$ cat src/gdh_pkg.sv
package gdh_pkg;

   // default widths
   localparam int COORD_BITS_DEF = 10;
   localparam int COST_BITS_DEF  = 8;
   localparam int OUT_BITS       = 19;
   localparam logic [OUT_BITS-1:0] OUT_MAX = {OUT_BITS{1'b1}};

   // configuration register indexes
   localparam int CSR_IDX_BITS = 1;
   localparam logic [CSR_IDX_BITS-1:0] REG_STRAIGHT = 1'b0;
   localparam logic [CSR_IDX_BITS-1:0] REG_DIAGONAL = 1'b1;

   // configuration reset values
   localparam int STRAIGHT_RESET = 10;
   localparam int DIAGONAL_RESET = 14;

   // distance modes
   localparam logic [1:0] CMD_MANHATTAN = 2'd0;
   localparam logic [1:0] CMD_EUCLIDEAN = 2'd1;
   localparam logic [1:0] CMD_OCTILE    = 2'd2;
   localparam logic [1:0] CMD_CHEBYSHEV = 2'd3;

endpackage

$ cat src/gdh_front.sv
module gdh_front import gdh_pkg::*; #(
   parameter int COORD_BITS = COORD_BITS_DEF,
   parameter int COST_BITS  = COST_BITS_DEF,
   parameter int PW = COST_BITS + COORD_BITS + 1,
   parameter int NW = 2 * (COST_BITS + COORD_BITS + 1)
) (
   input  logic                  clock,
   input  logic                  reset,
   input  logic                  in_valid,
   output logic                  in_stall,
   input  logic [1:0]            in_cmd,
   input  logic [COORD_BITS-1:0] in_from_x,
   input  logic [COORD_BITS-1:0] in_from_y,
   input  logic [COORD_BITS-1:0] in_to_x,
   input  logic [COORD_BITS-1:0] in_to_y,
   input  logic [COST_BITS-1:0]  straight,
   input  logic [COST_BITS-1:0]  diagonal,
   output logic                  out_valid,
   input  logic                  out_stall,
   output logic [1:0]            out_cmd,
   output logic [PW-1:0]         out_alt,
   output logic [NW-1:0]         out_n
);

   localparam int MW = COST_BITS + COORD_BITS;
   localparam int SW = 2 * MW;

   // stage 1: distances along each axis
   logic                  v1_ff;
   logic [1:0]            cmd1_ff;
   logic [COORD_BITS-1:0] dx1_ff, dy1_ff, mn1_ff, mx1_ff;
   logic [COORD_BITS-1:0] dx_in, dy_in;
   logic                  stall1;

   // stage 2: step-cost products
   logic            v2_ff;
   logic [1:0]      cmd2_ff;
   logic [MW-1:0]   sdx2_ff, sdy2_ff, pmn2_ff, pdiff2_ff, pmx2_ff;
   logic            stall2;

   // stage 3: squares and non-euclidean cost
   logic            v3_ff;
   logic [1:0]      cmd3_ff;
   logic [SW-1:0]   sqx3_ff, sqy3_ff;
   logic [PW-1:0]   alt3_ff, alt_in;
   logic            stall3;

   // stage 4: radicand
   logic            v4_ff;
   logic [1:0]      cmd4_ff;
   logic [PW-1:0]   alt4_ff;
   logic [NW-1:0]   n4_ff;
   logic            stall4;

   assign stall4   = v4_ff && out_stall;
   assign stall3   = v3_ff && stall4;
   assign stall2   = v2_ff && stall3;
   assign stall1   = v1_ff && stall2;
   assign in_stall = stall1;

   assign dx_in = (in_from_x > in_to_x) ? in_from_x - in_to_x : in_to_x - in_from_x;
   assign dy_in = (in_from_y > in_to_y) ? in_from_y - in_to_y : in_to_y - in_from_y;

   always_ff @(posedge clock) begin
      if (reset) begin
         v1_ff <= 1'b0;
      end else if (!stall1) begin
         v1_ff <= in_valid;
      end
      if (!stall1) begin
         cmd1_ff <= in_cmd;
         dx1_ff  <= dx_in;
         dy1_ff  <= dy_in;
         mn1_ff  <= (dx_in < dy_in) ? dx_in : dy_in;
         mx1_ff  <= (dx_in < dy_in) ? dy_in : dx_in;
      end
   end

   always_ff @(posedge clock) begin
      if (reset) begin
         v2_ff <= 1'b0;
      end else if (!stall2) begin
         v2_ff <= v1_ff;
      end
      if (!stall2) begin
         cmd2_ff   <= cmd1_ff;
         sdx2_ff   <= MW'(straight) * MW'(dx1_ff);
         sdy2_ff   <= MW'(straight) * MW'(dy1_ff);
         pmn2_ff   <= MW'(diagonal) * MW'(mn1_ff);
         pdiff2_ff <= MW'(straight) * MW'(mx1_ff - mn1_ff);
         pmx2_ff   <= MW'(straight) * MW'(mx1_ff);
      end
   end

   // cost for the modes that need no square root
   always_comb begin
      unique case (cmd2_ff)
         CMD_MANHATTAN: alt_in = PW'(sdx2_ff) + PW'(sdy2_ff);
         CMD_EUCLIDEAN: alt_in = '0;
         CMD_OCTILE:    alt_in = PW'(pmn2_ff) + PW'(pdiff2_ff);
         CMD_CHEBYSHEV: alt_in = PW'(pmx2_ff);
      endcase
   end

   always_ff @(posedge clock) begin
      if (reset) begin
         v3_ff <= 1'b0;
      end else if (!stall3) begin
         v3_ff <= v2_ff;
      end
      if (!stall3) begin
         cmd3_ff <= cmd2_ff;
         alt3_ff <= alt_in;
         sqx3_ff <= SW'(sdx2_ff) * SW'(sdx2_ff);
         sqy3_ff <= SW'(sdy2_ff) * SW'(sdy2_ff);
      end
   end

   always_ff @(posedge clock) begin
      if (reset) begin
         v4_ff <= 1'b0;
      end else if (!stall4) begin
         v4_ff <= v3_ff;
      end
      if (!stall4) begin
         cmd4_ff <= cmd3_ff;
         alt4_ff <= alt3_ff;
         n4_ff   <= NW'(sqx3_ff) + NW'(sqy3_ff);
      end
   end

   assign out_valid = v4_ff;
   assign out_cmd   = cmd4_ff;
   assign out_alt   = alt4_ff;
   assign out_n     = n4_ff;

endmodule

$ cat src/gdh_root_cell.sv
module gdh_root_cell import gdh_pkg::*; #(
   parameter int RW     = COST_BITS_DEF + COORD_BITS_DEF + 1,
   parameter int SIDE_W = 2 + RW
) (
   input  logic              clock,
   input  logic              reset,
   input  logic              in_valid,
   output logic              in_stall,
   input  logic [2*RW-1:0]   in_n,
   input  logic [RW+1:0]     in_rem,
   input  logic [RW-1:0]     in_root,
   input  logic [SIDE_W-1:0] in_side,
   output logic              out_valid,
   input  logic              out_stall,
   output logic [2*RW-1:0]   out_n,
   output logic [RW+1:0]     out_rem,
   output logic [RW-1:0]     out_root,
   output logic [SIDE_W-1:0] out_side
);

   localparam int NW = 2 * RW;

   logic              valid_ff;
   logic [NW-1:0]     n_ff;
   logic [RW+1:0]     rem_ff;
   logic [RW-1:0]     root_ff;
   logic [SIDE_W-1:0] side_ff;

   logic [RW+1:0]     rem_sh, trial, rem_in;
   logic [RW-1:0]     root_in;
   logic              take;

   assign in_stall = valid_ff && out_stall;

   // one root bit: bring down two radicand bits and try root*4+1
   assign rem_sh  = {in_rem[RW-1:0], in_n[NW-1 -: 2]};
   assign trial   = {in_root, 2'b01};
   assign take    = rem_sh >= trial;
   assign rem_in  = take ? rem_sh - trial : rem_sh;
   assign root_in = {in_root[RW-2:0], take};

   always_ff @(posedge clock) begin
      if (reset) begin
         valid_ff <= 1'b0;
      end else if (!in_stall) begin
         valid_ff <= in_valid;
      end
      if (!in_stall) begin
         n_ff    <= {in_n[NW-3:0], 2'b00};
         rem_ff  <= rem_in;
         root_ff <= root_in;
         side_ff <= in_side;
      end
   end

   assign out_valid = valid_ff;
   assign out_n     = n_ff;
   assign out_rem   = rem_ff;
   assign out_root  = root_ff;
   assign out_side  = side_ff;

`ifndef SYNTH
   // partial remainder never exceeds twice the partial root
   a_rem_bound: assert property (@(posedge clock) disable iff (reset)
      valid_ff |-> rem_ff <= {1'b0, root_ff, 1'b0})
      else $error("root cell remainder out of range");

   // a held transaction keeps its root and remainder
   a_hold: assert property (@(posedge clock) disable iff (reset)
      (valid_ff && out_stall) |=> (valid_ff && $stable(root_ff) && $stable(rem_ff)))
      else $error("root cell lost a stalled transaction");

   // an empty cell never pushes back
   a_no_stall_empty: assert property (@(posedge clock) disable iff (reset)
      !valid_ff |-> !in_stall)
      else $error("root cell stalls while empty");
`endif

endmodule

$ cat src/grid_distance_heuristic.sv
// grid distance heuristic cost unit
// path: a request passes four front stages, one root cell per root bit and
//   one output register on its way to the response
// throughput: one transaction per cycle while rsp_stall is low, set by the one-bit-per-cell square root chain
// reset: synchronous active-high reset empties the pipeline and loads step costs 10 and 14
module grid_distance_heuristic import gdh_pkg::*; #(
   parameter int COORD_BITS = COORD_BITS_DEF,
   parameter int COST_BITS  = COST_BITS_DEF
) (
   input  logic                    clock,
   input  logic                    reset,
   input  logic                    csr_wr_en,
   input  logic [CSR_IDX_BITS-1:0] csr_index,
   input  logic [COST_BITS-1:0]    csr_wr_data,
   input  logic                    req_valid,
   output logic                    req_stall,
   input  logic [1:0]              req_cmd,
   input  logic [COORD_BITS-1:0]   req_from_x,
   input  logic [COORD_BITS-1:0]   req_from_y,
   input  logic [COORD_BITS-1:0]   req_to_x,
   input  logic [COORD_BITS-1:0]   req_to_y,
   output logic                    rsp_valid,
   input  logic                    rsp_stall,
   output logic [OUT_BITS-1:0]     rsp_cost
);

   localparam int RW     = COST_BITS + COORD_BITS + 1;
   localparam int PW     = RW;
   localparam int NW     = 2 * RW;
   localparam int SIDE_W = 2 + PW;
   localparam int VW     = RW + 1;
   localparam int WW     = (VW > OUT_BITS) ? VW : OUT_BITS;

   // configuration registers
   logic [COST_BITS-1:0] straight_ff, diagonal_ff;

   always_ff @(posedge clock) begin
      if (reset) begin
         straight_ff <= COST_BITS'(STRAIGHT_RESET);
         diagonal_ff <= COST_BITS'(DIAGONAL_RESET);
      end else if (csr_wr_en) begin
         if (csr_index == REG_STRAIGHT) begin
            straight_ff <= csr_wr_data;
         end
         if (csr_index == REG_DIAGONAL) begin
            diagonal_ff <= csr_wr_data;
         end
      end
   end

   // front stages
   logic            f_valid, f_stall;
   logic [1:0]      f_cmd;
   logic [PW-1:0]   f_alt;
   logic [NW-1:0]   f_n;

   gdh_front #(
      .COORD_BITS (COORD_BITS),
      .COST_BITS  (COST_BITS),
      .PW         (PW),
      .NW         (NW)
   ) u_front (
      .clock     (clock),
      .reset     (reset),
      .in_valid  (req_valid),
      .in_stall  (req_stall),
      .in_cmd    (req_cmd),
      .in_from_x (req_from_x),
      .in_from_y (req_from_y),
      .in_to_x   (req_to_x),
      .in_to_y   (req_to_y),
      .straight  (straight_ff),
      .diagonal  (diagonal_ff),
      .out_valid (f_valid),
      .out_stall (f_stall),
      .out_cmd   (f_cmd),
      .out_alt   (f_alt),
      .out_n     (f_n)
   );

   // square root chain, one cell per root bit
   logic              c_valid [RW+1];
   logic              c_stall [RW+1];
   logic [NW-1:0]     c_n     [RW+1];
   logic [RW+1:0]     c_rem   [RW+1];
   logic [RW-1:0]     c_root  [RW+1];
   logic [SIDE_W-1:0] c_side  [RW+1];

   assign c_valid[0] = f_valid;
   assign f_stall    = c_stall[0];
   assign c_n[0]     = f_n;
   assign c_rem[0]   = '0;
   assign c_root[0]  = '0;
   assign c_side[0]  = {f_cmd, f_alt};

   for (genvar i = 0; i < RW; i++) begin : g_cell
      gdh_root_cell #(
         .RW     (RW),
         .SIDE_W (SIDE_W)
      ) u_cell (
         .clock     (clock),
         .reset     (reset),
         .in_valid  (c_valid[i]),
         .in_stall  (c_stall[i]),
         .in_n      (c_n[i]),
         .in_rem    (c_rem[i]),
         .in_root   (c_root[i]),
         .in_side   (c_side[i]),
         .out_valid (c_valid[i+1]),
         .out_stall (c_stall[i+1]),
         .out_n     (c_n[i+1]),
         .out_rem   (c_rem[i+1]),
         .out_root  (c_root[i+1]),
         .out_side  (c_side[i+1])
      );
   end

   // rounding, mode select and saturation
   logic                rsp_valid_ff;
   logic [OUT_BITS-1:0] rsp_cost_ff;
   logic                o_stall;
   logic [1:0]          l_cmd;
   logic [PW-1:0]       l_alt;
   logic [VW-1:0]       euclid, value;
   logic [WW-1:0]       value_wide;
   logic [OUT_BITS-1:0] cost_in;

   assign l_cmd = c_side[RW][SIDE_W-1 -: 2];
   assign l_alt = c_side[RW][PW-1:0];

   assign euclid = (c_rem[RW] > {2'b00, c_root[RW]}) ? VW'(c_root[RW]) + VW'(1)
                                                      : VW'(c_root[RW]);
   assign value      = (l_cmd == CMD_EUCLIDEAN) ? euclid : VW'(l_alt);
   assign value_wide = WW'(value);
   assign cost_in    = (value_wide > WW'(OUT_MAX)) ? OUT_MAX : value_wide[OUT_BITS-1:0];

   assign o_stall     = rsp_valid_ff && rsp_stall;
   assign c_stall[RW] = o_stall;

   always_ff @(posedge clock) begin
      if (reset) begin
         rsp_valid_ff <= 1'b0;
      end else if (!o_stall) begin
         rsp_valid_ff <= c_valid[RW];
      end
      if (!o_stall) begin
         rsp_cost_ff <= cost_in;
      end
   end

   assign rsp_valid = rsp_valid_ff;
   assign rsp_cost  = rsp_cost_ff;

endmodule

$ cat config.mk
export PLATFORM = sky130hd
export DESIGN_NAME = grid_distance_heuristic
export DESIGN_NICKNAME = d
export VERILOG_FILES = /design/src/gdh_pkg.sv /design/src/gdh_front.sv /design/src/gdh_root_cell.sv /design/src/grid_distance_heuristic.sv
export SDC_FILE = /design/constraint.sdc
export NUM_CORES = 2
export LEC_CHECK = 0
export BUFFER_PORTS_ARGS = -buffer_cell sky130_fd_sc_hd__buf_2
export CELL_PAD_IN_SITES_DETAIL_PLACEMENT = 1
export CELL_PAD_IN_SITES_GLOBAL_PLACEMENT = 2
export CORE_MARGIN = 8
export CORE_UTILIZATION = 30
export DETAILED_ROUTE_END_ITERATION = 6
export GPL_ROUTABILITY_DRIVEN = 0
export PLACE_DENSITY = 0.65
export SYNTH_ARGS = -nofsm -noshare
export SYNTH_HDL_FRONTEND = slang
export SYNTH_SLANG_ARGS = --single-unit
$ cat constraint.sdc
create_clock -name clock -period 11.8 [get_ports clock]
set_input_delay 1.77 -clock clock [delete_from_list [all_inputs] [get_ports clock]]
set_output_delay 1.77 -clock clock [all_outputs]
set_load 0.05 [all_outputs]
=== Word level (Yosys, flattened, before mapping) ===
Cells that the tools add are included.

* Add/sub/neg operators: 28
* $mul: 7
* $lt $le $gt $ge: 24
* Equality and inequality tests: 4
* Muxes and demuxes: 26
* Bitwise gates (word level): 1
* Reduce and logical (&&, ||, !) cells: 27

{| class="wikitable"
|+ Operator list
! cell !! number
|-
| two-way mux 19 bit || 17
|-
| one-hot mux 19 bit (4 select lines) || 1
|-
| multiplier 18 x 18 -> 36 bit || 2
|-
| multiplier 8 x 10 -> 18 bit || 4
|-
| two-way mux 10 bit || 4
|-
| two-way mux 20 bit || 2
|-
| subtractor 10 bit || 4
|-
| adder 18 x 18 -> 19 bit || 2
|-
| adder 36 x 36 -> 37 bit || 1
|-
| logical AND 1 bit || 24
|-
| >= comparator 21 x 10 -> 1 bit || 1
|-
| >= comparator 21 x 11 -> 1 bit || 1
|-
| >= comparator 21 x 12 -> 1 bit || 1
|-
| >= comparator 21 x 13 -> 1 bit || 1
|-
| >= comparator 21 x 14 -> 1 bit || 1
|-
| >= comparator 21 x 15 -> 1 bit || 1
|-
| >= comparator 21 x 16 -> 1 bit || 1
|-
| >= comparator 21 x 17 -> 1 bit || 1
|-
| >= comparator 21 x 18 -> 1 bit || 1
|-
| >= comparator 21 x 19 -> 1 bit || 1
|-
| >= comparator 21 x 20 -> 1 bit || 1
|-
| >= comparator 21 x 3 -> 1 bit || 1
|-
| >= comparator 21 x 4 -> 1 bit || 1
|-
| >= comparator 21 x 5 -> 1 bit || 1
|-
| 38 further kinds || 42
|}

* Register bits: 1623
* Input bits: 56
* Output and inout port bits: 21
* Word-level logic and storage cells: 238

=== Longest topological paths before layout ===
* Depth after elaboration: 24
* Gate-level depth with buffers: 27
* Mapped depth without buffers: 27

=== Modules after synthesis ===
From an unflattened synthesis, not the netlist that was laid out.

* Cells, all modules: 11052
* Area total of the unflattened synthesis: 133229.0 um2

{| class="wikitable"
|+ By module, submodules not included
! module !! times used !! cells an instance !! area each (um2) !! seq. area each (um2)
|-
| gdh_root_cell || 19 || 317 || 4486.8 || 2932.8
|-
| gdh_front || 1 || 4734 || 45556.2 || 8578.2
|-
| grid_distance_heuristic || 1 || 295 || 2423.6 || 910.9
|}

=== Least setup slack after synthesis ===
Ideal clock, no wire load.

* Path type: input port to output port
* From: in rsp_stall
* To: out req_stall
* Arrival time: 9.086 ns
* Required time: 10.030 ns
* Slack: 0.944 ns
* Stages: 10
* Buffers on the path: 0
* Cell sequence: and3_1 -> inv_1 -> nor2_1 -> and2_1 -> inv_1 -> nor4_1 -> nand2_1 -> nor3_1 -> nand4_1 -> inv_1

* Longest elaborated chain between the ends: 24

{| class="wikitable"
|+ RTL lines
! element !! line !! source
|-
| from (decl) || grid_distance_heuristic.sv:23 || <nowiki>input logic rsp_stall,</nowiki>
|-
| logical AND 1 bit || grid_distance_heuristic.sv:137 || <nowiki>assign o_stall = rsp_valid_ff && rsp_stall;</nowiki>
|-
| logical AND 1 bit (19 in series) || gdh_root_cell.sv:33 || <nowiki>assign in_stall = valid_ff && out_stall;</nowiki>
|-
| logical AND 1 bit || gdh_front.sv:55 || <nowiki>assign stall4 = v4_ff && out_stall;</nowiki>
|-
| logical AND 1 bit || gdh_front.sv:56 || <nowiki>assign stall3 = v3_ff && stall4;</nowiki>
|-
| logical AND 1 bit || gdh_front.sv:57 || <nowiki>assign stall2 = v2_ff && stall3;</nowiki>
|-
| logical AND 1 bit || gdh_front.sv:58 || <nowiki>assign stall1 = v1_ff && stall2;</nowiki>
|-
| to (decl) || grid_distance_heuristic.sv:16 || <nowiki>output logic req_stall,</nowiki>
|}

No other way between the ends.

=== Final worst setup path ===
Same ends and word-level chain as after synthesis.

==> results.tsv <==
stage	metric	value	unit
clock_tree	cts_buffer_depth	4	
worst_setup_path	critPathCaptureType	output port	
synth	synth_top_family_by_area	adder cells	
synth	synth-simple-area-share	0.104	
run_status	run_status	completed	
place	dpl.hpwl	180000	um
synth	ys.flop_type	edfxtp_1	
synth	synth.cell_area	99700	um2
routing	ant_nets	0	
global_routing	grt_usage	0.132	
clock_tree	cts_root_buf	clkbuf_16	
routing	first_iter_violations	2344	
synth	synth_adder_area_share	0.237	
worst_setup_path	regToRegSetupSlack	4.32	ns
clock_tree	postCtsHoldBufs	0	
worst_setup_path	path_buf_inv	6	
final_layout	layout-drive-gt1-share	0.0634	
sta	finalSetupViolations	0	
clock_tree	clock_latency	0.87	ns
worst_setup_path	cp_cell_sequence	buf_2 -> and3_1 -> inv_2 -> nor2_1 -> and2_1 -> inv_2 -> nor4_2 -> nand2_4 -> nor3_1 -> nand4_1 -> buf_4 -> inv_1 -> buf_2	
final_layout	ff_latch_area	47900	um2
final_layout	design_area	112000	um2
synth	synth.area.top_cells	edfxtp_1 (47%), fa_1 (14%), ha_1 (9.5%)	
floorplanning	rows	211	
final_layout	area_growth	12.0	%
global_routing	grt_start_max_net_pins	75	
worst_setup_path	critPathRequiredTime	10.03	ns
place	placed_area	105000	um2
clock_tree	path_clk_slew	0.06	ns
synth	synth_compound_area_frac	0.0725	
floorplanning	floorplan.initialDensity	0.302	
synth	yosys_warnings	0	
final_layout	nNetsFinal	10100	
synth	synth_common_cells	edfxtp_1 (1570), inv_1 (1363), ha_1 (758), nand2_1 (719), fa_1 (708)	
routing	vias	60400	
hold_path	whs_path_depth	0	
synth	ys_async_sr_fraction	0	
sta	whs	0.315	ns
synth	ys_seq_area_frac	0.481	
sta	relSlewSlack	0.182	
synth	ys_seq_elements	1610	
worst_setup_path	worst_setup_path_start_kind	input pin	
clock_tree	cts.htree.levels	4	
final_layout	finalNonFillerCells	13100	
routing	drc	0	
final_layout	multiInputGateArea	46100	um2
sta	hold_violations	0	
sta	rsz0062_at_grt	false	
worst_setup_path	worst-setup-path-type	input pin to output port	
synth	synth_top_cell_by_area	edfxtp_1	
sta	layout_min_cycle_time	7.85	ns
hold_path	hold_class	flop to flop	
worst_setup_path	critical-path-max-stage-delay	0.91	ns
sta	tightest_slew	1.23	ns
worst_setup_path	crit_fanout	44	
clock_tree	cts_tree	yes	
worst_setup_path	slowest_stage	nor3_1	
sta	clock_skew	0.111	ns
synth	synthCells	8404	
floorplanning	pin_count	77	
clock_tree	post_cts_buffers	0	
worst_setup_path	arrival	6.08	ns
place	port_buffers	76	
worst_setup_path	crit_family	simple AND/OR/NAND/NOR gates	
synth	syn_avg_cell_area	11.9	um2
global_routing	grt_pass1_wl	373000	um
floorplanning	core_region_area	331000	um2
global_routing	antenna_found_initial	2	
global_routing	grt_pass1_vias	66700	
clock_tree	cts_buffers	188	
clock_tree	cts-resized-gates	0	
global_routing	gr-total-overflow	0	
routing	firstDrtPassIters	5	
synth	synthMuxAreaShare	0.00918	
sta	max_freq	127	MHz
synth	synth.distinct_cells	93	
floorplanning	dieArea	351000	um2
worst_setup_path	critical_path_depth	13	
floorplanning	chipWidth	592	um
synth	syn_nets	9926	
clock_tree	clock-sinks	1610	
routing	drt_wl_total	233000	um
synth	synth-xor-area-share	0.0379	
floorplanning	die_y	592	um
synth	synth.most_common_cell	edfxtp_1	
synth	synth_top_cell_area_share	0.473	
final_layout	fill_cells	36000	
worst_setup_path	ff2ff_path_depth	22	
place	place_inst	12700	
sta	min_period_over_period	0.666	
routing	wl_per_cell	17.8	um
flow_run	drv_cap	0	
synth	synth_edf_count	1570	
sta	slew_viol_final	0	
routing	vias_per_cell	4.61	
sta	finalSetupTns	0	ns
state kept, by name, indices dropped and copies added, names as in the netlist, 19 cells and up:
| register | cells |
|---|---|
| g_cell.u_cell.out_side | 399 |
| u_front.out_alt | 19 |
| g_cell.u_cell.out_rem | 337 |
| u_front.sqy3_ff | 35 |
| u_front.alt3_ff | 19 |
| g_cell.u_cell.out_n | 342 |
| g_cell.u_cell.out_valid | 19 |
| u_front.sqx3_ff | 35 |
| rsp_cost | 19 |
| g_cell.u_cell.out_root | 190 |
| u_front.out_n | 37 |
kinds of logic after synthesis:
logic type,after synthesis
other,1
buffers and inverters,1531
adders and majority gates,1466
AOI/OAI and AO/OA,1146
xor gates and xnor gates,431
DFF,1610
and+or+nand+nor,2134
muxes,85
routing by layer:
metal	vias up	global-route usage	part of all wire
met5	-	0	0
met3	283	0.0147	0.024
met2	522	0.243	0.51
li1	28800	-	-
met1	30700	0.165	0.44
met4	0	0.0315	0.022
cells in the final DEF, fill, tap and decap left out, types with 116 or more instances in the layout:
cell,netlist,final
edfxtp_1,1570,1570
inv_1,1363,1356
ha_1,758,758
nand2_1,719,711
fa_1,708,708
nor2_1,421,421
a21oi_1,353,351
and2_1,347,347
xnor2_1,285,285
o21ai_0,266,266
clkbuf_16,0,192
xor2_1,145,145
nor3_1,131,131
a21o_1,116,116
area by class of cell:
type,instances,area share
inverters,1366,0.0459
clock inverters,119,0.0105
diodes,4,0.0000897
multi-input cells,5263,0.413
repair buffers,136,0.00744
flip-flops and latches,1610,0.430
well taps,4366,0.0489
clock buffers,226,0.0445
through the flow:
stage | util | worst slack [ns]
detailed placement | 0.319 | 3.90
CTS | 0.338 | 3.86
global route | 0.338 | 3.60
finish | 0.338 | 3.95
floorplan | - | 0.944
global placement | 0.319 | 4.03
worst paths after layout:
| path | end | start |
|---|---|---|
| worst min register to register | g_cell[1].u_cell.out_side[15]$_DFFE_PN_ | g_cell[0].u_cell.out_side[15]$_DFFE_PN_ |
| worst max register to register | u_front.sqy3_ff[34]$_DFFE_PN_ | u_front.sdy2_ff[16]$_DFFE_PN_ |
| worst max-delay path | req_stall | rsp_stall |
| worst min-delay path | g_cell[1].u_cell.out_side[15]$_DFFE_PN_ | g_cell[0].u_cell.out_side[15]$_DFFE_PN_ |
Power is not shown: default switching activity piles up to over one toggle a cycle in this logic, so the estimate is an artifact.
